### src/design/rgbg_pkg.sv
`timescale 1ns / 1ps

package rgbg_pkg;

  localparam int unsigned CFG_IDX_W  = 3;
  localparam int unsigned CFG_DATA_W = 13;

  localparam logic [CFG_IDX_W-1:0] REG_QUALITY_MODE      = 3'd0;
  localparam logic [CFG_IDX_W-1:0] REG_BRIGHTNESS_OFFSET = 3'd1;
  localparam logic [CFG_IDX_W-1:0] REG_THRESHOLD_LEVEL   = 3'd2;
  localparam logic [CFG_IDX_W-1:0] REG_INVERT_ENABLE     = 3'd3;
  localparam logic [CFG_IDX_W-1:0] REG_SCANLINE_ENABLE   = 3'd4;
  localparam logic [CFG_IDX_W-1:0] REG_ROW_WIDTH         = 3'd5;

  localparam logic [1:0] MODE_FAST  = 2'd0;
  localparam logic [1:0] MODE_BT601 = 2'd1;
  localparam logic [1:0] MODE_BT709 = 2'd2;

  localparam logic [15:0] W_FAST_R  = 16'd64;
  localparam logic [15:0] W_FAST_G  = 16'd128;
  localparam logic [15:0] W_FAST_B  = 16'd32;
  localparam logic [15:0] W_601_R   = 16'd77;
  localparam logic [15:0] W_601_G   = 16'd150;
  localparam logic [15:0] W_601_B   = 16'd29;
  localparam logic [15:0] W_709_R   = 16'd13933;
  localparam logic [15:0] W_709_G   = 16'd46871;
  localparam logic [15:0] W_709_B   = 16'd4732;

  // floor(17v/20) for v in 0..255
  localparam logic [15:0] SCAN_MULT = 16'd55706;

  localparam logic [7:0]  GRAY_MAX  = 8'd255;

  localparam logic [12:0] ROW_WIDTH_RESET = 13'd640;

  typedef struct packed {
    logic [1:0]        quality_mode;
    logic signed [8:0] brightness_offset;
    logic signed [8:0] threshold_level;
    logic              invert_enable;
    logic              scanline_enable;
    logic [12:0]       row_width;
  } cfg_t;

  typedef struct packed {
    logic [7:0] luma;
    logic       even_col;
  } luma_word_t;

endpackage

### src/design/rgbg_cfg.sv
`timescale 1ns / 1ps

module rgbg_cfg (
  input  logic                            clk,
  input  logic                            rst_n,
  input  logic                            cfg_we,
  input  logic [rgbg_pkg::CFG_IDX_W-1:0]  cfg_index,
  input  logic [rgbg_pkg::CFG_DATA_W-1:0] cfg_wdata,
  output rgbg_pkg::cfg_t                  cfg
);

  rgbg_pkg::cfg_t cfg_r;
  rgbg_pkg::cfg_t cfg_nxt;

  always_comb begin
    cfg_nxt = cfg_r;
    if (cfg_we) begin
      unique case (cfg_index)
        rgbg_pkg::REG_QUALITY_MODE:      cfg_nxt.quality_mode      = cfg_wdata[1:0];
        rgbg_pkg::REG_BRIGHTNESS_OFFSET: cfg_nxt.brightness_offset = cfg_wdata[8:0];
        rgbg_pkg::REG_THRESHOLD_LEVEL:   cfg_nxt.threshold_level   = cfg_wdata[8:0];
        rgbg_pkg::REG_INVERT_ENABLE:     cfg_nxt.invert_enable     = cfg_wdata[0];
        rgbg_pkg::REG_SCANLINE_ENABLE:   cfg_nxt.scanline_enable   = cfg_wdata[0];
        rgbg_pkg::REG_ROW_WIDTH:         cfg_nxt.row_width         = cfg_wdata[12:0];
        default: ;
      endcase
    end
  end

  always_ff @(posedge clk) begin
    if (!rst_n) begin
      cfg_r.quality_mode      <= rgbg_pkg::MODE_BT601;
      cfg_r.brightness_offset <= 9'sd0;
      cfg_r.threshold_level   <= -9'sd1;
      cfg_r.invert_enable     <= 1'b0;
      cfg_r.scanline_enable   <= 1'b0;
      cfg_r.row_width         <= rgbg_pkg::ROW_WIDTH_RESET;
    end else begin
      cfg_r <= cfg_nxt;
    end
  end

  assign cfg = cfg_r;

endmodule

### src/design/rgbg_luma.sv
`timescale 1ns / 1ps

module rgbg_luma #(
  parameter int unsigned MAX_ROW_WIDTH = 4096
) (
  input  logic                    clk,
  input  logic                    rst_n,
  input  rgbg_pkg::cfg_t          cfg,
  input  logic                    in_valid,
  output logic                    in_ready,
  input  logic [7:0]              in_red,
  input  logic [7:0]              in_green,
  input  logic [7:0]              in_blue,
  input  logic                    in_frame_start,
  output logic                    dn_valid,
  input  logic                    dn_ready,
  output rgbg_pkg::luma_word_t    dn_word
);

  localparam int unsigned CW   = (MAX_ROW_WIDTH > 1) ? $clog2(MAX_ROW_WIDTH) : 1;
  localparam int unsigned CMPW = (CW + 1 > 13) ? CW + 1 : 13;
  localparam logic [CMPW-1:0] MAXW = CMPW'(MAX_ROW_WIDTH);

  logic [CW-1:0]        col_r;
  logic [CW-1:0]        col_nxt;
  logic [CW-1:0]        col_cur;
  logic [CMPW-1:0]      col_inc;
  logic [CMPW-1:0]      rw_ext;
  logic [CMPW-1:0]      eff_w;

  logic                 s1_valid_r;
  logic [7:0]           s1_red_r;
  logic [7:0]           s1_green_r;
  logic [7:0]           s1_blue_r;
  logic                 s1_even_r;

  logic                 s2_valid_r;
  rgbg_pkg::luma_word_t s2_word_r;
  rgbg_pkg::luma_word_t s2_word_nxt;

  logic                 rdy1;
  logic                 rdy2;
  logic                 accept;

  logic [15:0]          wr;
  logic [15:0]          wg;
  logic [15:0]          wb;
  logic [23:0]          sum;
  logic [15:0]          shifted;

  assign rdy2     = !s2_valid_r || dn_ready;
  assign rdy1     = !s1_valid_r || rdy2;
  assign in_ready = rdy1;
  assign accept   = in_valid && rdy1;

  // column tracking
  always_comb begin
    col_cur = in_frame_start ? '0 : col_r;
    col_inc = CMPW'(col_cur) + CMPW'(1);
    rw_ext  = CMPW'(cfg.row_width);
    if (cfg.row_width == 13'd0) begin
      eff_w = CMPW'(1);
    end else if (rw_ext > MAXW) begin
      eff_w = MAXW;
    end else begin
      eff_w = rw_ext;
    end
    col_nxt = (col_inc >= eff_w) ? '0 : col_inc[CW-1:0];
  end

  // weighted sum
  always_comb begin
    unique case (cfg.quality_mode)
      rgbg_pkg::MODE_FAST: begin
        wr = rgbg_pkg::W_FAST_R;
        wg = rgbg_pkg::W_FAST_G;
        wb = rgbg_pkg::W_FAST_B;
      end
      rgbg_pkg::MODE_BT709: begin
        wr = rgbg_pkg::W_709_R;
        wg = rgbg_pkg::W_709_G;
        wb = rgbg_pkg::W_709_B;
      end
      default: begin
        wr = rgbg_pkg::W_601_R;
        wg = rgbg_pkg::W_601_G;
        wb = rgbg_pkg::W_601_B;
      end
    endcase
    sum = 24'(s1_red_r) * 24'(wr) + 24'(s1_green_r) * 24'(wg) + 24'(s1_blue_r) * 24'(wb);
    if (cfg.quality_mode == rgbg_pkg::MODE_BT709) begin
      shifted = {8'd0, sum[23:16]};
    end else begin
      shifted = sum[23:8];
    end
    s2_word_nxt.luma     = (shifted > 16'd255) ? rgbg_pkg::GRAY_MAX : shifted[7:0];
    s2_word_nxt.even_col = s1_even_r;
  end

  always_ff @(posedge clk) begin
    if (!rst_n) begin
      col_r      <= '0;
      s1_valid_r <= 1'b0;
      s2_valid_r <= 1'b0;
    end else begin
      if (rdy1) begin
        s1_valid_r <= in_valid;
      end
      if (accept) begin
        col_r <= col_nxt;
      end
      if (rdy2) begin
        s2_valid_r <= s1_valid_r;
      end
    end
  end

  always_ff @(posedge clk) begin
    if (accept) begin
      s1_red_r   <= in_red;
      s1_green_r <= in_green;
      s1_blue_r  <= in_blue;
      s1_even_r  <= ~col_cur[0];
    end
    if (rdy2 && s1_valid_r) begin
      s2_word_r <= s2_word_nxt;
    end
  end

  assign dn_valid = s2_valid_r;
  assign dn_word  = s2_word_r;

endmodule

### src/design/rgbg_tone.sv
`timescale 1ns / 1ps

module rgbg_tone (
  input  logic                 clk,
  input  logic                 rst_n,
  input  rgbg_pkg::cfg_t       cfg,
  input  logic                 up_valid,
  output logic                 up_ready,
  input  rgbg_pkg::luma_word_t up_word,
  output logic                 out_valid,
  input  logic                 out_ready,
  output logic [7:0]           out_gray
);

  logic              out_valid_r;
  logic [7:0]        out_gray_r;
  logic [7:0]        gray_nxt;

  logic signed [9:0] bsum;
  logic [7:0]        clamped;
  logic [7:0]        thr;
  logic [7:0]        inv;
  logic [23:0]       scan_prod;

  assign up_ready = !out_valid_r || out_ready;

  always_comb begin
    bsum = $signed({2'b00, up_word.luma}) + 10'(cfg.brightness_offset);
    if (bsum < 10'sd0) begin
      clamped = 8'd0;
    end else if (bsum > 10'sd255) begin
      clamped = rgbg_pkg::GRAY_MAX;
    end else begin
      clamped = bsum[7:0];
    end
    // negative level disables binarization
    if (!cfg.threshold_level[8]) begin
      thr = (clamped >= cfg.threshold_level[7:0]) ? rgbg_pkg::GRAY_MAX : 8'd0;
    end else begin
      thr = clamped;
    end
    inv       = cfg.invert_enable ? (rgbg_pkg::GRAY_MAX - thr) : thr;
    scan_prod = 24'(inv) * 24'(rgbg_pkg::SCAN_MULT);
    gray_nxt  = (cfg.scanline_enable && up_word.even_col) ? scan_prod[23:16] : inv;
  end

  always_ff @(posedge clk) begin
    if (!rst_n) begin
      out_valid_r <= 1'b0;
    end else if (up_ready) begin
      out_valid_r <= up_valid;
    end
  end

  always_ff @(posedge clk) begin
    if (up_ready && up_valid) begin
      out_gray_r <= gray_nxt;
    end
  end

  assign out_valid = out_valid_r;
  assign out_gray  = out_gray_r;

endmodule

### src/design/rgb_to_gray_pixel_pipeline_top.sv
`timescale 1ns / 1ps

// Channel | Ports                     | Word layout (lsb first)
// --------+---------------------------+----------------------------------
// input   | in_tvalid/tready/tdata/tuser | tdata: red, green, blue; tuser: frame_start
// output  | out_tvalid/tready/tdata   | tdata: gray
// config  | cfg_we/cfg_index/cfg_wdata | index 0..5, write-only
//
// One word per clock sustained while out_tready stays high. An accepted word is held in
// turn by the input register, the weighted-sum register and the output register, which
// drives out_tvalid and out_tdata.
// Reset (rst_n low, synchronous) empties the pipe, loads register defaults and clears
// the column counter. Each stage advances when the one after it is empty or draining,
// so out_tready low stalls only as far back as the pipe is full.

module rgb_to_gray_pixel_pipeline_top #(
  parameter int unsigned MAX_ROW_WIDTH = 4096
) (
  input  logic                            clk,
  input  logic                            rst_n,
  input  logic                            in_tvalid,
  output logic                            in_tready,
  input  logic [23:0]                     in_tdata,   // red, green, blue
  input  logic [0:0]                      in_tuser,   // frame_start
  output logic                            out_tvalid,
  input  logic                            out_tready,
  output logic [7:0]                      out_tdata,  // gray
  input  logic                            cfg_we,
  input  logic [rgbg_pkg::CFG_IDX_W-1:0]  cfg_index,
  input  logic [rgbg_pkg::CFG_DATA_W-1:0] cfg_wdata
);

  rgbg_pkg::cfg_t       cfg;
  logic                 mid_valid;
  logic                 mid_ready;
  rgbg_pkg::luma_word_t mid_word;

  rgbg_cfg u_cfg (
    .clk       (clk),
    .rst_n     (rst_n),
    .cfg_we    (cfg_we),
    .cfg_index (cfg_index),
    .cfg_wdata (cfg_wdata),
    .cfg       (cfg)
  );

  rgbg_luma #(
    .MAX_ROW_WIDTH (MAX_ROW_WIDTH)
  ) u_luma (
    .clk            (clk),
    .rst_n          (rst_n),
    .cfg            (cfg),
    .in_valid       (in_tvalid),
    .in_ready       (in_tready),
    .in_red         (in_tdata[7:0]),
    .in_green       (in_tdata[15:8]),
    .in_blue        (in_tdata[23:16]),
    .in_frame_start (in_tuser[0]),
    .dn_valid       (mid_valid),
    .dn_ready       (mid_ready),
    .dn_word        (mid_word)
  );

  rgbg_tone u_tone (
    .clk       (clk),
    .rst_n     (rst_n),
    .cfg       (cfg),
    .up_valid  (mid_valid),
    .up_ready  (mid_ready),
    .up_word   (mid_word),
    .out_valid (out_tvalid),
    .out_ready (out_tready),
    .out_gray  (out_tdata)
  );

endmodule

### config.mk
export PLATFORM = sky130hd
export DESIGN_NAME = rgb_to_gray_pixel_pipeline_top
export DESIGN_NICKNAME = d
export VERILOG_FILES = /design/src/design/rgbg_pkg.sv /design/src/design/rgbg_cfg.sv /design/src/design/rgbg_luma.sv /design/src/design/rgbg_tone.sv /design/src/design/rgb_to_gray_pixel_pipeline_top.sv
export SDC_FILE = /design/constraint.sdc
export NUM_CORES = 1
export LEC_CHECK = 0
export BUFFER_PORTS_ARGS = -buffer_cell sky130_fd_sc_hd__buf_2
export CAP_MARGIN = 0
export CORE_MARGIN = 1.5
export CORE_UTILIZATION = 58
export DETAILED_ROUTE_END_ITERATION = 10
export PLACE_DENSITY = 0.73
export SKIP_CTS_REPAIR_TIMING = 1
export SLEW_MARGIN = 20
export SYNTH_ARGS = -nofsm -noshare
export SYNTH_HDL_FRONTEND = slang
export SYNTH_SLANG_ARGS = --single-unit
### constraint.sdc
create_clock -name clk -period 10.4 [get_ports clk]
set_clock_uncertainty 0.2 [all_clocks]
set_input_delay 0.52 -clock clk [delete_from_list [all_inputs] [get_ports clk]]
set_output_delay 0.52 -clock clk [all_outputs]
set_load 0.05 [all_outputs]
### Yosys cells after proc, flatten, opt, wreduce, memory -nomap -nowiden

Cells that the tools add are included.

* memories: 0
* output and inout port bits: 10
* latch bits: 0
* flip-flop bits (word level): 92
* memory bits (read-only): 0
* input port bits: 46
* bits in writable memories: 0

* shifts and indexed selects: 0
* equality and inequality tests: 6
* order comparisons: 6
* multipliers: 4
* div/mod/pow operators: 0
* bitwise logic cells: 1
* reductions and logical operators: 19
* $add $sub $neg: 5
* multiplexer cells: 14

Operator list (count)
* $add A24 B24 Y24: 2
* $mux W8: 6
* $pmux W16 S2: 1
* $pmux W14 S2: 1
* $mux W13: 2
* $pmux W13 S2: 1
* $mul A8 B16 Y24: 1
* $mux W12: 2
* $mul A8 B15 Y23 const B: 1
* $mul A8 B14 Y22: 1
* $mul A8 B13 Y21: 1
* $gt A16 B8 Y1 const B: 1
* $mux W16: 1
* $add A12 B1 Y13 const B: 1
* $ge A13 B13 Y1: 1
* $gt A13 B13 Y1 const B: 1
* $logic_not A13 Y1: 1
* $reduce_and A2 Y1: 6
* $add A9 B9 Y10: 1
* $gt A10 B9 Y1 const B: 1
* $lt A10 B1 Y1 const B: 1
* $ge A8 B8 Y1: 1
* $sub A8 B8 Y8 const A: 1
* $eq A3 B2 Y1 const B: 2
* 9 further kinds: 17

### Logic depth before layout (Yosys ltp)

* word-level depth: 11
* gate-level depth with buffers: 38
* mapped depth without buffers: 38

### Modules after synthesis

A second synthesis with hierarchy kept.

* cell total of the unflattened synthesis: 1510
* area, all modules: 14425.1 um2

Modules (own cells, without submodules)
* rgbg_luma: seq. area each 1301.2 um2, times used 1, cells an instance 1028, area an instance 9984.6 um2
* rgbg_tone: seq. area each 260.2 um2, times used 1, cells an instance 339, area an instance 2979.1 um2
* rgbg_cfg: seq. area each 700.7 um2, times used 1, cells an instance 143, area an instance 1461.4 um2

### Least setup slack after synthesis

OpenSTA, ideal clock, no wires.

* path kind: register to register
* start point: register u_cfg.cfg_r (netlist bit u_cfg.cfg[34])
* end point: register u_luma.s2_word_r (netlist bit u_luma.dn_word[3]), data pin
* slack: 0.852 ns
* cell stages (with the launch flop): 38
* library setup time: 0.287 ns
* path buffers: 1
* data arrival time: 9.062 ns
* path through: dfxtp_1 > inv_1 > nor2_1 > clkbuf_1 > nand2_1 > fa_1 > fa_1 > inv_1 > fa_1 > inv_1 > fa_1 > inv_1 > ha_1 > inv_1 > o21bai_1 > a21oi_1 > o21bai_1 > nand4_1 > [... 2 more ...] > ha_1 > fa_1 > fa_1 > fa_1 > inv_1 > fa_1 > inv_1 > ha_1 > a21o_1 > a21o_1 > a21oi_1 > nor2b_1 > a21oi_1 > a2bb2oi_1 > a21oi_1 > xnor2_1 > nor4_2 > a22oi_1

* cells in the longest elaborated chain, start to end: 7
* elaborated cells between the ends (all ways): 12
* classes of those cells: 2 x add/sub; 3 x mul; 1 x order compare; 1 x eq/ne; 4 x mux; 1 x reduce/logical

Ends and longest elaborated chain
* start: declaration: line rgbg_cfg.sv:12 `rgbg_pkg::cfg_t cfg_r;`
* start signal: assignment: line rgbg_cfg.sv:39 `cfg_r <= cfg_nxt;`
* $eq A2 B2 Y1 / $logic_not A2 Y1 (equally long branches): line rgbg_luma.sv:73, rgbg_luma.sv:91
* $pmux W16 S2 / $pmux W14 S2 (equally long branches): line rgbg_luma.sv:73 `unique case (cfg.quality_mode)`
* $mul A8 B16 Y24 / $mul A8 B14 Y22 (equally long branches): line rgbg_luma.sv:90 `sum = 24'(s1_red_r) * 24'(wr) + 24'(s1_green_r) * 24'(wg) + 24'(s1_blue_r) * 24'(wb);`
* $add A24 B24 Y24 (2 in series): line rgbg_luma.sv:90
* $mux W16 (*): line rgbg_luma.sv:91 `if (cfg.quality_mode == rgbg_pkg::MODE_BT709) begin`
* $gt A16 B8 Y1: line rgbg_luma.sv:96 `s2_word_nxt.luma = (shifted > 16'd255) ? rgbg_pkg::GRAY_MAX : shifted[7:0];`
* end signal: assignment: line rgbg_luma.sv:126 `s2_word_r <= s2_word_nxt;`
* end: declaration: line rgbg_luma.sv:38 `rgbg_pkg::luma_word_t s2_word_r;`

Mark *: on every way between the ends. The rest lies on a longest branch, timed or not.
A chain may end at the register's enable or synchronous reset.

### Final worst setup path

* start point: register u_cfg.cfg_r (netlist bit u_cfg.cfg[33])
* end point: register u_luma.s2_word_r (netlist bit u_luma.dn_word[3]), data pin

The elaborated chain is that of the path after synthesis.

==> flow_summary.toml <==
[grt]
antenna_found_initial = 0
grt_pass1_vias = 10700
met3_usage = 0.0254
grt_max_degree = 41
grtUsageMet2 = 0.435
use_met1 = 0.312
overflow = 0
grt_pass1_wl_mm = 50.4
busiest_layer = "met2"
grt_use_total = 0.242

[worst_setup_path]
arrival_ps = 9620
cp-end-kind = "flop"
ff2ff_setup_slack_ps = 670
path_common_cell = "fa_1"
worstPathMaxFanout = 16
cp.required_ps = 10290
max_stage_delay_ps = 550
r2r-start = "u_cfg.cfg[33]"
rr_worst_depth = 33
cp_slowest_cell = "fa_1"
r2r_end = "u_luma.dn_word[3]"
path_class = "reg2reg"
worstSetupStartpointType = "flop"

[clocking]
clock_latency_ps = 370
clockBufferDepth = 2
cts_tree = "built"
root_buffer = "clkbuf_16"
htree_levels = 3
clk_pin_slew_ps = 80
cts_sinks = 92
numCtsBuffers = 9

[hold_path]
min_path_type = "in2reg"
hold-path-endpoint = "u_luma.s1_green_r[2]"
holdPathStages = 1
worstHoldStart = "in_tdata[10]"

[synthesis]
synth.top_cell.area_share = 0.237
synthTopCellsByCount = "inv_1, ha_1, fa_1, nand2_1, a21oi_1"
seq_area_frac_synth = 0.156
synth_cell_types = 67
syn_inst = 1568
yosysMostFrequentCell = "inv_1"
syn-num-nets = 2055
synth_area_leaders = "ha_1, fa_1, inv_1, edfxtp_1, dfxtp_1"
synth_edf_count = 42
synth_area_per_cell_um2 = 9.26
synth_async_sr_flop_share = 0
synth_top_cell_by_area = "ha_1"
synth_ff_type = "dfxtp_1"
synth.cell_area_mm2 = 0.0145
yosys_warnings = 0
synth-seq-cells = 92

[finish]
fin_cells = 1948
antenna_cells = 0
drive_above_1_share = 0.0622
nets = 2106
area_delta_synth_final_pct = 6.71
final_util = 0.633
fillers = 2086

[flow_run]
drv_cap = 0

[routing]
vias_per_cell = 5.45
ant_nets = 0
drc = 0
routed_wl_mm = 29.8
first_pass_iters = 5
num_vias = 10600
drt_iter0_drc = 507
routedWlPerCell_um = 15.3

[place]
gp_congestion = 0.866
hpwl_mm = 25.3
dp.cells = 1932
place_ws_ps = 167
numPortBuffers = 55

[floorplanning]
start_util = 0.593
dieHeight_um = 161
io_pins = 56
die_area_mm2 = 0.0260
dieWidth_um = 161
rows = 57
placeableCoreArea_mm2 = 0.0245

[timing]
hold_ws_ps = 126
slew_headroom = 0.317
slew_violations = 0
worst_slew_pin_slew_ps = 999
period_share = 0.935
finalCriticalPeriod_ps = 9730
finalWorstSetupSlack_ps = 672
max_freq_mhz = 103
hold_viol = 0
setup-violations-final = 0

[status]
status = "completed"
## how the worst max path moves through the flow
| stage | start | end | slack (ps) | cells past startpoint |
|---|---|---|---|---|
| floorplan | u_cfg.cfg[34] | u_luma.dn_word[3] | 850 | 37 |
| global placement | u_cfg.cfg[33] | u_luma.dn_word[3] | 460 | 33 |
| detailed placement | u_cfg.cfg[33] | u_luma.dn_word[3] | 170 | 33 |
| CTS | u_cfg.cfg[33] | u_luma.dn_word[3] | 130 | 33 |
| global route | u_cfg.cfg[33] | u_luma.dn_word[3] | -20 | 35 |
| finish | u_cfg.cfg[33] | u_luma.dn_word[3] | 670 | 33 |
## sequential cells by signal, indices dropped and copies added, names as in the netlist
signal and cells:
u_cfg.cfg 35, u_luma.col_r 12, u_luma.dn_valid 1, u_luma.dn_word 9
u_luma.s1_blue_r 8, u_luma.s1_even_r 1, u_luma.s1_green_r 8, u_luma.s1_red_r 8
u_luma.s1_valid_r 1, u_tone.out_gray 8, u_tone.out_valid 1
## through the flow
step           instance area (um2)  TNS [ps]
2_1_floorplan                14500         0
3_3_place_gp                 15200         0
3_5_place_dp                 15200         0
4_1_cts                      15500         0
5_1_grt                      15500     -19.7
6_report                     15500         0
## logic make-up after synthesis
logic type / after synthesis / share of synthesized area
and+or+nand+nor: 336 / 0.112
adders and majority gates: 441 / 0.466
AOI/OAI and AO/OA: 241 / 0.115
xor gates and xnor gates: 84 / 0.0512
muxes: 7 / 0.00483
DFF: 92 / 0.156
buffers and inverters: 367 / 0.0949
## placed cells by master (no fill, tap or decap), types with 12 or more instances in the layout
master,n
nor3_1,13
xor2_1,34
and3_1,18
inv_1,343
fa_1,166
nand3_1,21
buf_2,55
nor2_1,57
ha_1,275
dfxtp_1,49
nand2_1,123
a21oi_1,67
a21boi_0,26
o21ai_0,27
and2_1,18
nor2b_1,46
a21o_1,15
a22o_1,12
xnor2_1,49
edfxtp_1,42
o21a_1,12
## metal layers
metal,share of wire,vias to the layer above
met1,0.45,5168
met3,0.031,33
met5,0,-
met2,0.50,190
met4,0.018,0
li1,-,5228
## area by class of cell
class	instances	area (um2)	share of cell area
multi-input cells	1109	10900	0.704
flip-flops and latches	92	2260	0.146
inverters	344	1290	0.0834
well taps	324	405	0.0262
repair buffers	63	335	0.0217
clock buffers	9	225	0.0145
clock inverters	7	67.6	0.00436
## critical path: cells and delay by family (launching register included)
kind            cells  cell delay (ps)
compound gates     10             2120
flops               1              470
xor+xnor            2              350
fa+ha+maj          11             4900
buf+inv             4              190
simple gates        6             1230
Power is not shown: default switching activity piles up to over one toggle a cycle in this logic, so the estimate is an artifact.
